--- src/sv/edlc_pkg.sv ---
// Shared types, codes and decoder tables for the encoder dimmer level control.
package edlc_pkg;

    localparam int CFG_IDX_W = 3;
    localparam int CFG_DAT_W = 32;
    localparam int LEVEL_W   = 7;
    localparam int TICK_W    = 32;
    localparam int EVENT_W   = 3;
    localparam int QUAD_W    = 3;

    typedef logic [LEVEL_W-1:0] t_level;
    typedef logic [TICK_W-1:0]  t_tick;

    // Configuration register indexes
    typedef enum logic [CFG_IDX_W-1:0] {
        CFG_NUM_LEVELS   = 3'd0,
        CFG_REV_LOCK     = 3'd1,
        CFG_ACCEL_WINDOW = 3'd2,
        CFG_ACCEL_STEP   = 3'd3,
        CFG_SNAP_WINDOW  = 3'd4,
        CFG_DEBOUNCE     = 3'd5,
        CFG_MODE         = 3'd6
    } t_cfg_idx;

    // Mode bit positions
    localparam int MODE_REVERSE = 0;
    localparam int MODE_HALF    = 1;
    localparam int MODE_ACCEL   = 2;
    localparam int MODE_WAKE    = 3;

    typedef enum logic [1:0] {
        DIR_NONE = 2'd0,
        DIR_UP   = 2'd1,
        DIR_DN   = 2'd2
    } t_dir;

    typedef enum logic [EVENT_W-1:0] {
        EV_NONE      = 3'd0,
        EV_STEP_UP   = 3'd1,
        EV_STEP_DN   = 3'd2,
        EV_SNAP_FULL = 3'd3,
        EV_SNAP_OFF  = 3'd4,
        EV_REJECT    = 3'd5
    } t_turn_event;

    typedef logic [5:0] t_entry;

    localparam t_entry FLAG_UP   = 6'h10;
    localparam t_entry FLAG_DN   = 6'h20;
    localparam t_entry NEXT_MASK = 6'h0f;

    // Rows by decoder state, columns by {A,B}
    localparam t_entry TBL_FULL [8][4] = '{
        '{6'd0, 6'd2, 6'd4, 6'd0},
        '{6'd3, 6'd0, 6'd1, 6'd0 | FLAG_UP},
        '{6'd3, 6'd2, 6'd0, 6'd0},
        '{6'd3, 6'd2, 6'd1, 6'd0},
        '{6'd6, 6'd0, 6'd4, 6'd0},
        '{6'd6, 6'd5, 6'd0, 6'd0 | FLAG_DN},
        '{6'd6, 6'd5, 6'd4, 6'd0},
        '{6'd0, 6'd0, 6'd0, 6'd0}
    };

    localparam t_entry TBL_HALF [8][4] = '{
        '{6'd3,           6'd2, 6'd1, 6'd0},
        '{6'd3 | FLAG_DN, 6'd0, 6'd1, 6'd0},
        '{6'd3 | FLAG_UP, 6'd2, 6'd0, 6'd0},
        '{6'd3,           6'd5, 6'd4, 6'd0},
        '{6'd3,           6'd3, 6'd4, 6'd0 | FLAG_UP},
        '{6'd3,           6'd5, 6'd3, 6'd0 | FLAG_DN},
        '{6'd0,           6'd0, 6'd0, 6'd0},
        '{6'd0,           6'd0, 6'd0, 6'd0}
    };

endpackage

--- src/sv/encoder_dimmer_level_control_core.sv ---
// Top level: quadrature encoder dimmer with reversal reject, acceleration, snap and button toggle.

// One pin sample is accepted per cycle while o_in_ready is high:
// the sample is captured in an input register, decoded, filtered and applied to the
// dimmer state by one pass of logic, and the result is held in an output register.
// A new request is taken every cycle as long as the result side keeps up; a stalled
// result holds the pass, and blocks new samples only once the input register is full.
// Configuration writes are accepted every cycle and take effect on the next sample
// processed. The last SNAP_COUNT click times are kept in a small register file; slots
// are read only after being written since the last snap or direction change.
module encoder_dimmer_level_control_core #(
    parameter int SNAP_COUNT = 4
) (
    input  logic                        i_clk,
    input  logic                        i_rst_n,
    // configuration write channel
    input  logic                        i_cfg_valid,
    output logic                        o_cfg_ready,
    input  logic [edlc_pkg::CFG_IDX_W-1:0] i_cfg_index,
    input  logic [edlc_pkg::CFG_DAT_W-1:0] i_cfg_data,
    // sample channel
    input  logic                        i_in_valid,
    output logic                        o_in_ready,
    input  logic                        i_phase_a,
    input  logic                        i_phase_b,
    input  logic                        i_button_level,
    input  logic [edlc_pkg::TICK_W-1:0] i_now_tick,
    // result channel
    output logic                        o_out_valid,
    input  logic                        i_out_ready,
    output logic [edlc_pkg::LEVEL_W-1:0] o_level,
    output logic                        o_lamp_on,
    output logic [edlc_pkg::EVENT_W-1:0] o_turn_event,
    output logic                        o_button_toggled
);
    import edlc_pkg::*;

    localparam int IDX_W = $clog2(SNAP_COUNT);
    localparam int CNT_W = $clog2(SNAP_COUNT + 1);

    // configuration
    t_level     r_num_levels;
    t_tick      r_rev_lock;
    t_tick      r_accel_win;
    t_level     r_accel_step;
    t_tick      r_snap_win;
    t_tick      r_debounce;
    logic [3:0] r_mode;

    // input register
    logic       r_in_valid;
    logic       r_a, r_b, r_btn;
    t_tick      r_now;

    // dimmer state
    logic [QUAD_W-1:0] r_quad;
    t_dir              r_last_dir;
    t_tick             r_last_time;
    t_tick             r_snap_times [SNAP_COUNT];
    logic [IDX_W-1:0]  r_snap_idx;
    logic [CNT_W-1:0]  r_snap_cnt;
    t_dir              r_snap_dir;
    t_level            r_dim_level;
    logic              r_on;
    logic              r_btn_stable;
    logic              r_btn_cand;
    t_tick             r_btn_time;

    // result register
    logic        r_out_valid;
    t_turn_event r_event;
    logic        r_toggled;

    // next values
    logic [QUAD_W-1:0] n_quad;
    t_dir              n_last_dir;
    t_tick             n_last_time;
    logic              n_snap_wr;
    logic [IDX_W-1:0]  n_snap_wr_idx;
    logic [IDX_W-1:0]  n_snap_idx;
    logic [CNT_W-1:0]  n_snap_cnt;
    t_dir              n_snap_dir;
    t_level            n_dim_level;
    logic              n_on;
    logic              n_btn_stable;
    logic              n_btn_cand;
    t_tick             n_btn_time;
    t_turn_event       n_event;
    logic              n_toggled;

    // decode intermediates
    logic              stage_go;
    t_entry            entry;
    t_dir              dir;
    t_dir              opp;
    t_tick             since;
    t_level            step;
    logic [IDX_W-1:0]  idx_base;
    logic [IDX_W-1:0]  oldest;
    logic [CNT_W-1:0]  cnt_base;
    logic [CNT_W-1:0]  cnt_new;
    logic              snap;
    logic [LEVEL_W:0]  sum;

    assign stage_go    = !r_out_valid || i_out_ready;
    assign o_in_ready  = !r_in_valid || stage_go;
    assign o_cfg_ready = 1'b1;

    assign o_out_valid      = r_out_valid;
    assign o_level          = r_dim_level;
    assign o_lamp_on        = r_on;
    assign o_turn_event     = r_event;
    assign o_button_toggled = r_toggled;

    always_comb begin
        entry = r_mode[MODE_HALF] ? TBL_HALF[r_quad][{r_a, r_b}]
                                  : TBL_FULL[r_quad][{r_a, r_b}];
        n_quad = QUAD_W'(entry & NEXT_MASK);

        dir = DIR_NONE;
        if ((entry & FLAG_UP) != '0) begin
            dir = DIR_UP;
        end else if ((entry & FLAG_DN) != '0) begin
            dir = DIR_DN;
        end
        if (r_mode[MODE_REVERSE] && dir != DIR_NONE) begin
            dir = (dir == DIR_UP) ? DIR_DN : DIR_UP;
        end
        opp   = (dir == DIR_UP) ? DIR_DN : DIR_UP;
        since = r_now - r_last_time;

        step = (r_mode[MODE_ACCEL] && dir == r_last_dir && since < r_accel_win)
               ? r_accel_step : LEVEL_W'(1);

        // snap history: restart on a direction change
        idx_base = (dir != r_snap_dir) ? '0 : r_snap_idx;
        cnt_base = (dir != r_snap_dir) ? '0 : r_snap_cnt;
        oldest   = (idx_base == IDX_W'(SNAP_COUNT - 1)) ? '0 : idx_base + IDX_W'(1);
        cnt_new  = (cnt_base == CNT_W'(SNAP_COUNT)) ? cnt_base : cnt_base + CNT_W'(1);
        snap     = (cnt_new >= CNT_W'(SNAP_COUNT))
                   && ((r_now - r_snap_times[oldest]) <= r_snap_win);
        sum      = {1'b0, r_dim_level} + {1'b0, step};

        n_last_dir    = r_last_dir;
        n_last_time   = r_last_time;
        n_snap_wr     = 1'b0;
        n_snap_wr_idx = idx_base;
        n_snap_idx    = r_snap_idx;
        n_snap_cnt    = r_snap_cnt;
        n_snap_dir    = r_snap_dir;
        n_dim_level   = r_dim_level;
        n_on          = r_on;
        n_event       = EV_NONE;

        if (dir != DIR_NONE) begin
            if (r_last_dir == opp && since < r_rev_lock) begin
                n_event = EV_REJECT;
            end else begin
                n_last_dir  = dir;
                n_last_time = r_now;
                n_snap_dir  = dir;
                n_snap_wr   = 1'b1;
                if (snap) begin
                    n_snap_cnt = '0;
                    n_snap_idx = '0;
                    if (dir == DIR_UP) begin
                        n_dim_level = r_num_levels;
                        n_on        = 1'b1;
                        n_event     = EV_SNAP_FULL;
                    end else begin
                        n_dim_level = '0;
                        n_event     = EV_SNAP_OFF;
                    end
                end else begin
                    n_snap_cnt = cnt_new;
                    n_snap_idx = oldest;
                    if (dir == DIR_UP) begin
                        n_dim_level = (sum > {1'b0, r_num_levels}) ? r_num_levels
                                                                   : sum[LEVEL_W-1:0];
                        n_event     = EV_STEP_UP;
                    end else begin
                        n_dim_level = (r_dim_level > step) ? r_dim_level - step : '0;
                        n_event     = EV_STEP_DN;
                    end
                end
                if (r_mode[MODE_WAKE] && n_dim_level != '0) begin
                    n_on = 1'b1;
                end
            end
        end

        // button debounce runs after the turn, on the updated lamp state
        n_btn_cand   = r_btn_cand;
        n_btn_time   = r_btn_time;
        n_btn_stable = r_btn_stable;
        n_toggled    = 1'b0;
        if (r_btn != r_btn_cand) begin
            n_btn_cand = r_btn;
            n_btn_time = r_now;
        end else if (r_btn_cand != r_btn_stable && (r_now - r_btn_time) >= r_debounce) begin
            n_btn_stable = r_btn_cand;
            if (!r_btn_cand) begin
                n_on      = ~n_on;
                n_toggled = 1'b1;
            end
        end
    end

    // configuration registers
    always_ff @(posedge i_clk) begin
        if (!i_rst_n) begin
            r_num_levels <= LEVEL_W'(100);
            r_rev_lock   <= TICK_W'(240000);
            r_accel_win  <= TICK_W'(1440000);
            r_accel_step <= LEVEL_W'(4);
            r_snap_win   <= TICK_W'(9600000);
            r_debounce   <= TICK_W'(1440000);
            r_mode       <= 4'd12;
        end else if (i_cfg_valid) begin
            unique case (i_cfg_index)
                CFG_NUM_LEVELS:   r_num_levels <= i_cfg_data[LEVEL_W-1:0];
                CFG_REV_LOCK:     r_rev_lock   <= i_cfg_data[TICK_W-1:0];
                CFG_ACCEL_WINDOW: r_accel_win  <= i_cfg_data[TICK_W-1:0];
                CFG_ACCEL_STEP:   r_accel_step <= i_cfg_data[LEVEL_W-1:0];
                CFG_SNAP_WINDOW:  r_snap_win   <= i_cfg_data[TICK_W-1:0];
                CFG_DEBOUNCE:     r_debounce   <= i_cfg_data[TICK_W-1:0];
                CFG_MODE:         r_mode       <= i_cfg_data[3:0];
                default: ;
            endcase
        end
    end

    // input register and handshake control
    always_ff @(posedge i_clk) begin
        if (!i_rst_n) begin
            r_in_valid  <= 1'b0;
            r_out_valid <= 1'b0;
        end else begin
            if (o_in_ready) begin
                r_in_valid <= i_in_valid;
            end
            if (stage_go) begin
                r_out_valid <= r_in_valid;
            end
        end
    end

    always_ff @(posedge i_clk) begin
        if (o_in_ready && i_in_valid) begin
            r_a   <= i_phase_a;
            r_b   <= i_phase_b;
            r_btn <= i_button_level;
            r_now <= i_now_tick;
        end
        if (stage_go && r_in_valid) begin
            r_event   <= n_event;
            r_toggled <= n_toggled;
        end
    end

    // click history slots, no reset
    always_ff @(posedge i_clk) begin
        if (stage_go && r_in_valid && n_snap_wr) begin
            r_snap_times[n_snap_wr_idx] <= r_now;
        end
    end

    // dimmer state, advance once per processed sample
    always_ff @(posedge i_clk) begin
        if (!i_rst_n) begin
            r_quad       <= '0;
            r_last_dir   <= DIR_NONE;
            r_last_time  <= '0;
            r_snap_idx   <= '0;
            r_snap_cnt   <= '0;
            r_snap_dir   <= DIR_NONE;
            r_dim_level  <= '0;
            r_on         <= 1'b1;
            r_btn_stable <= 1'b1;
            r_btn_cand   <= 1'b1;
            r_btn_time   <= '0;
        end else if (stage_go && r_in_valid) begin
            r_quad       <= n_quad;
            r_last_dir   <= n_last_dir;
            r_last_time  <= n_last_time;
            r_snap_idx   <= n_snap_idx;
            r_snap_cnt   <= n_snap_cnt;
            r_snap_dir   <= n_snap_dir;
            r_dim_level  <= n_dim_level;
            r_on         <= n_on;
            r_btn_stable <= n_btn_stable;
            r_btn_cand   <= n_btn_cand;
            r_btn_time   <= n_btn_time;
        end
    end

    a_snap_cnt_bound: assert property (@(posedge i_clk) disable iff (!i_rst_n)
        r_snap_cnt <= CNT_W'(SNAP_COUNT))
        else $error("snap count above depth");

    a_snap_restarts: assert property (@(posedge i_clk) disable iff (!i_rst_n)
        (o_out_valid && (o_turn_event == EV_SNAP_FULL || o_turn_event == EV_SNAP_OFF))
        |-> (r_snap_cnt == '0 && r_snap_idx == '0))
        else $error("snap did not restart click history");

    a_snap_off_level: assert property (@(posedge i_clk) disable iff (!i_rst_n)
        (o_out_valid && o_turn_event == EV_SNAP_OFF) |-> (o_level == '0))
        else $error("snap off left nonzero level");

    a_toggle_on_press: assert property (@(posedge i_clk) disable iff (!i_rst_n)
        (o_out_valid && o_button_toggled) |-> (!r_btn_stable && !r_btn_cand))
        else $error("toggle without a debounced press");

endmodule
--- config.mk ---
export PLATFORM = sky130hd
export DESIGN_NAME = encoder_dimmer_level_control_core
export DESIGN_NICKNAME = d
export VERILOG_FILES = /design/src/sv/edlc_pkg.sv /design/src/sv/encoder_dimmer_level_control_core.sv
export SDC_FILE = /design/constraint.sdc
export NUM_CORES = 1
export LEC_CHECK = 0
export BUFFER_PORTS_ARGS = -buffer_cell sky130_fd_sc_hd__buf_2
export CAP_MARGIN = 20
export CORE_ASPECT_RATIO = 0.5
export CORE_MARGIN = 8
export CORE_UTILIZATION = 57
export DETAILED_ROUTE_END_ITERATION = 10
export GPL_ROUTABILITY_DRIVEN = 0
export PLACE_DENSITY = 0.77
export REMOVE_ABC_BUFFERS = 1
export SETUP_SLACK_MARGIN = 0.3
export SLEW_MARGIN = 15
export SYNTH_ARGS = -nofsm -noshare
export SYNTH_HDL_FRONTEND = slang
export SYNTH_SLANG_ARGS = --single-unit
--- constraint.sdc ---
create_clock -name i_clk -period 8.45 [get_ports i_clk]
set_clock_uncertainty 0.05 [all_clocks]
set_input_delay 0.845 -clock i_clk [delete_from_list [all_inputs] [get_ports i_clk]]
set_output_delay 0.845 -clock i_clk [all_outputs]
set_load 0.1 [all_outputs]
==> flow_metrics.env, run 1 <==
export IMPL_synthToLayoutAreaGrowth_pct=21.7
export IMPL_grt_max_degree=122
export IMPL_yosysSeqAreaShare_pct=41.5
export IMPL_ys_flop_type="dfxtp_1"
export IMPL_cts_made_buffers=40
export IMPL_synth_edff_count=167
export IMPL_grt_pass1_vias=18982
export IMPL_die_x_um=302
export IMPL_synth_async_reset_ratio_pct=0
export IMPL_slew_limit_headroom_pct=25.5
export IMPL_cts_root_buf="clkbuf_16"
export IMPL_avgViaCountPerCell=5.93
export IMPL_cp_required_ps=8830
export IMPL_synth_avg_cell_area_sq_um=9.32
export IMPL_max_freq_mhz=117
export IMPL_fin_crit_sh_pct=101
export IMPL_dp_slack_ps=-903
export IMPL_insertion_delay_ps=560
export IMPL_drc=0
export IMPL_syn_inst=2500
export IMPL_core_area_sq_um=40300
export IMPL_insertedDiodeCount=0
export IMPL_cap_violations=0
export IMPL_ios=90
export IMPL_placedInstanceArea_sq_um=25500
export IMPL_layout_nets=3139
export IMPL_worstPathArrival_ps=8900
export IMPL_power_density_nw_per_um2=173
export IMPL_min_path_type="register to register"
export IMPL_io_buffer_count=88
export IMPL_syn_area_sq_um=23300
export IMPL_hold_slack_ps=401
export IMPL_p_leak_nw=11.7
export IMPL_final_cell_mix="nand2_1, inv_1, ha_1, buf_4, dfxtp_1"
export IMPL_outcome="finished, violations left"
export IMPL_globalRouteOverflowTotal=0
export IMPL_grt_pass1_wl_um=103000
export IMPL_drt_wl_total_um=67700
export IMPL_ir_drop_v=0.000133
export IMPL_antenna_found_initial=0
export IMPL_initial_core_util_pct=57.7
export IMPL_maxSlewViolCount=0
export IMPL_dieHeight_um=159
export IMPL_rows=52
export IMPL_hold_violations=0
export IMPL_end_kind="register"
export IMPL_dieArea_sq_um=48000
export IMPL_wl_per_cell_um=20.0
export IMPL_path_buf_inv=11
export IMPL_layout_setup_ws_ps=-66.5
export IMPL_hpwlAfterDp_um=45500
export IMPL_cts_htree_levels=2
export IMPL_num_vias=20020
export IMPL_ys_types=79
export IMPL_power_total_mw=4.89
export IMPL_yosys_warnings=0
export IMPL_crit_slowest_cell="edfxtp_1"
export IMPL_crit_fanout=3
export IMPL_critical_path_max_stage_delay_ps=430
export IMPL_violations="setup timing"
export IMPL_clockBufferDepth=3
export IMPL_drt_first_pass_iters=6
export IMPL_layout_commonest_cell="nand2_1"
export IMPL_cts_clk_slew_worst_paths_ps=70
export IMPL_tightest_slew_ps=1120
export IMPL_cp_start_kind="register"
export IMPL_cts_tree="done"
export IMPL_synth_seq_cells=399
export IMPL_layout_drive_gt1_share_pct=21.4
export IMPL_ant_nets=0
export IMPL_cts_sinks=399
export IMPL_finalInstanceArea_sq_um=28300
export IMPL_rsz0062_at_grt="yes"
export IMPL_drtIter0Drc=2181
export IMPL_grt_total_usage_pct=26.5
export IMPL_setup_viol=1
export IMPL_cp_top_family="compound AO/OA/AOI/OAI gates"
export IMPL_worstSetupPathType="register to register"
export IMPL_period_needed_ps=8520
==> metal layers <==
metal  share of wire [%]  global-route usage (%)
met3                 9.8                    5.25
met5                   0                       0
met4                 2.9                    8.04
met2                  44                    40.8
met1                  43                    37.5
==> cell usage after synthesis (6+ instances only) <==
cell type	number	share of area, %
a211oi_1	19	0.61
mux2i_1	40	1.7
a21o_1	71	2.3
clkbuf_1	76	1.2
nand2b_1	22	0.59
ha_1	253	14
a21oi_1	242	5.2
or3_1	10	0.27
nand2_1	396	6.4
dfxtp_1	232	20
o211ai_1	46	1.5
nor2_1	127	2.0
nand3_1	34	0.73
a31oi_1	12	0.32
xor2_1	24	0.90
nand4_1	23	0.62
a2111oi_0	6	0.23
nor3_1	32	0.69
o31ai_1	9	0.29
o21a_1	27	0.87
o21bai_1	14	0.45
mux4_2	32	3.1
edfxtp_1	167	22
o21ai_0	59	1.3
nor2b_1	29	0.78
and2_1	20	0.54
inv_1	267	4.3
a21boi_0	7	0.23
o2111ai_1	9	0.34
xnor2_1	68	2.6
and4_1	8	0.30
and3_1	11	0.30
==> flip-flops by register name (all words and copies together), names as in the netlist, 4 cells and up <==
signal	cells
o_level	7
r_rev_lock	32
r_btn_time	32
r_snap_win	32
r_num_levels	7
r_snap_times	128
r_accel_step	7
r_last_time	32
r_debounce	32
r_now	32
r_accel_win	32
r_mode	4
==> what timing repair did <==
action,CTS,global route
setup buffers,35,36
pin swaps,55,117
endpoints found under the setup margin,15,14
hold buffers,0,0
gates resized for setup,86,117
==> stage by stage <==
step | TNS (ps) | cells | util (%)
5_1_grt | -1190 | 3378 | 70.3
3_5_place_dp | -6330 | 3230 | 63.3
6_report | -66.5 | 3378 | 70.3
4_1_cts | 0 | 3339 | 68.0
2_1_floorplan | -3290 | 2410 | -
3_3_place_gp | -4490 | 3230 | 63.3
==> power by group <==
group          total (mW)  switching, mW  leakage [nW]  internal, mW
combinational        1.02          0.577          7.61         0.439
sequential           2.08         0.0295          3.41          2.05
clock                1.80          0.791         0.639          1.01
total                4.89           1.40          11.7          3.49
==> logic make-up after synthesis <==
group | after synthesis | synth area share, %
buf+inv | 362 | 6.03
xor+xnor | 92 | 3.46
flops | 399 | 41.5
mux | 73 | 4.87
simple gates | 738 | 14.2
fa+ha+maj | 258 | 14.0
compound gates | 577 | 15.9
other cells | 1 | 0.0161
==> worst reg2reg max path: cells and delay by family, from the launching register on <==
family / cells / cell delay (ps)
AO/OA/AOI/OAI: 20 / 3490
XOR/XNOR: 2 / 360
adder cells (fa/ha/maj): 6 / 1700
buffers and inverters: 11 / 1370
flip-flops: 1 / 430
AND/OR/NAND/NOR: 10 / 1010
==> area by class of cell <==
| class | instances | area (sq um) |
|---|---|---|
| multi-input combinational | 1739 | 13000 |
| fill | 2812 | 12000 |
| sequential | 399 | 9660 |
| timing repair buffer | 354 | 2630 |
| clock buffer | 51 | 1080 |
| inverter | 272 | 1040 |
| tap | 540 | 676 |
| clock inverter | 23 | 204 |
==> path summary, 6_finish.rpt <==
kind             startpoint              to  slack, ps  cells after the start
max                r_now[0]       o_lamp_on        -70                     49
min reg2reg  r_btn_time[17]  r_btn_time[17]        400                      2
min          r_btn_time[17]  r_btn_time[17]        400                      2
max reg2reg        r_now[0]       o_lamp_on        -70                     49
No activity file was read; power rests on OpenSTA's default activity.
==> inputs of run 2 (changes only) <==
Settings changed: CORE_UTILIZATION 57 to 59, CTS_BUF_LIST set to sky130_fd_sc_hd__clkbuf_4 sky130_fd_sc_hd__clkbuf_8, PLACE_DENSITY 0.77 to 0.8.
==> run 2 against run 1 <==
- the flow still finishes with violations (setup timing)
- sequential share of layout area fell by 0.056 points
- final cell count rose by 1.1%
- combinational power rose by 4%
- flip-flop and latch count did not move
- critical endpoint unchanged
- largest cell class unchanged
- highest routed layer unchanged
==> flow_metrics.env, run 2 (synthesized netlist as in run 1, its figures left out) <==
export IMPL_tightest_slew_ps=1240
export IMPL_insertion_delay_ps=650
export IMPL_r2r_slack_ps=-150
export IMPL_highest_layer="met4"
export IMPL_period_needed_ps=8600
export IMPL_min_path_type="input pin to register"
export IMPL_holdBufCountCts=0
export IMPL_cts_tree="done"
export IMPL_ios=90
export IMPL_top_register="r_snap_times"
export IMPL_cp_start_kind="register"
export IMPL_num_vias=20880
export IMPL_final_cell_mix="nand2_1, inv_1, buf_4"
export IMPL_outcome="finished, violations left"
export IMPL_regToRegStartpoint="r_now[1]"
export IMPL_crit_top_cell="buf_4"
export IMPL_rows=51
export IMPL_violations="setup timing"
export IMPL_die_x_um=297
export IMPL_slew_limit_headroom_pct=17.3
export IMPL_power_density_nw_per_um2=169
export IMPL_cts_made_buffers=56
export IMPL_r2r_cells=45
export IMPL_initial_core_util_pct=59.8
export IMPL_hpwlAfterDp_um=46600
export IMPL_rsz0062_at_grt="yes"
export IMPL_cts_root_buf="clkbuf_8"
export IMPL_cts_sinks=399
export IMPL_m1WireLength_um=28800
export IMPL_cap_violations=0
export IMPL_endpoint="o_lamp_on"
export IMPL_max_freq_mhz=116
export IMPL_core_area_sq_um=38900
export IMPL_fin_crit_sh_pct=102
export IMPL_cts_htree_levels=2
export IMPL_largest_register_ff_count=128
export IMPL_r2r_end="o_lamp_on"
export IMPL_drt_first_pass_iters=5
export IMPL_grt_total_usage_pct=28.7
export IMPL_worstPathArrival_ps=9050
export IMPL_drt_wl_total_um=71700
export IMPL_layout_nets=3169
export IMPL_grt_pass1_wl_um=108000
export IMPL_ir_drop_v=0.000116
export IMPL_startpoint="r_now[1]"
export IMPL_layout_commonest_cell="nand2_1"
export IMPL_fin_cells=3415
export IMPL_globalRouteOverflowTotal=0
export IMPL_grt_pass1_vias=19844
export IMPL_hold_slack_ps=322
export IMPL_p_leak_nw=11.8
export IMPL_dieHeight_um=156
export IMPL_io_buffer_count=88
export IMPL_grt_max_degree=97
export IMPL_layout_setup_ws_ps=-148
export IMPL_worstSetupPathType="register to register"
export IMPL_crit_fanout=6
export IMPL_maxSlewViolCount=0
export IMPL_synthToLayoutAreaGrowth_pct=21.9
export IMPL_drtIter0Drc=2567
export IMPL_crit_slowest_cell="edfxtp_1"
export IMPL_end_kind="register"
export IMPL_hold_violations=0
export IMPL_setup_viol=1
export IMPL_drc=0
export IMPL_dr_wl_met2_um=32100
export IMPL_wl_per_cell_um=21.0
export IMPL_layout_drive_gt1_share_pct=22.5
export IMPL_cp_required_ps=8910
export IMPL_cts_clk_slew_worst_paths_ps=80
export IMPL_critical_path_max_stage_delay_ps=420
export IMPL_wl_met3_um=7690
export IMPL_clockBufferDepth=3
export IMPL_dp_cells=3222
export IMPL_antenna_found_initial=1
export IMPL_dieArea_sq_um=46500
export IMPL_avgViaCountPerCell=6.11
export IMPL_ant_nets=0
run 2: cell types whose count changed in the layout (fill, tap and decap cells not counted), sizes merged:
cell / change
bufinv: -1
buf: +14
inv: -5
clkinvlp: +3
diode: +1
clkbuf: +33
clkinv: +2
run 2: cell type report:
class	instances	area [sq um]
Inverter	272	1040
Clock buffer	84	1060
Fill cell	2581	10500
Timing Repair Buffer	368	2790
Sequential cell	399	9660
Clock inverter	22	166
Antenna cell	1	2.50
Tap cell	530	663
Multi-Input combinational cell	1739	13000
run 2: worst min-delay path by stage:
| stage | from | endpoint | slack, ps | depth (start not counted) |
|---|---|---|---|---|
| 2_1_floorplan | r_accel_step[0] | r_accel_step[0] | 380 | 2 |
| 5_1_grt | i_now_tick[26] | r_now[26] | 310 | 1 |
| 3_5_place_dp | r_btn_time[15] | r_btn_time[15] | 400 | 2 |
| 3_3_place_gp | r_btn_time[29] | r_btn_time[29] | 390 | 2 |
| 6_report | i_now_tick[3] | r_now[3] | 320 | 1 |
| 4_1_cts | i_now_tick[18] | r_now[18] | 310 | 1 |
run 2: power by group:
| group | switching [mW] | leakage [nW] | internal (mW) |
|---|---|---|---|
| clock network | 0.803 | 0.649 | 0.865 |
| registers | 0.0313 | 3.41 | 2.05 |
| logic | 0.596 | 7.70 | 0.468 |
| total | 1.43 | 11.8 | 3.38 |
run 2: repair_timing:
item	4_1_cts	5_1_grt
pin swaps	81	85
gates resized for setup	126	60
setup buffers	56	24
setup endpoints to repair	15	12
cloned	1	0
run 2: worst max-delay path, delay by kind of cell (launching register included):
family / cells / cell delay, ps
DFF: 1 / 420
AOI/OAI and AO/OA: 20 / 3240
xor gates and xnor gates: 2 / 350
and+or+nand+nor: 10 / 1700
adders and majority gates: 4 / 1340
buffers and inverters: 9 / 1360
run 2: metal layers:
| layer | vias up | global-route usage [%] |
|---|---|---|
| li1 | 9428 | - |
| met5 | - | 0 |
| met1 | 9969 | 38.8 |
| met3 | 253 | 5.23 |
| met4 | 0 | 11.3 |
| met2 | 1230 | 45.8 |
run 2: stage by stage:
step                      setup WS (ps)  TNS (ps)  total power [mW]  area (sq um)  utilization (%)
final                              -148      -148              4.81         28400             72.9
after global routing               -302      -518              4.98         28400             72.9
after CTS                           236         0              4.71         27800             71.5
after detailed placement          -1050     -7040              3.01         25500             65.6
after global placement             -895     -5240              2.98         25500             65.6
after floorplan                    -764     -3290              2.68         22900                -
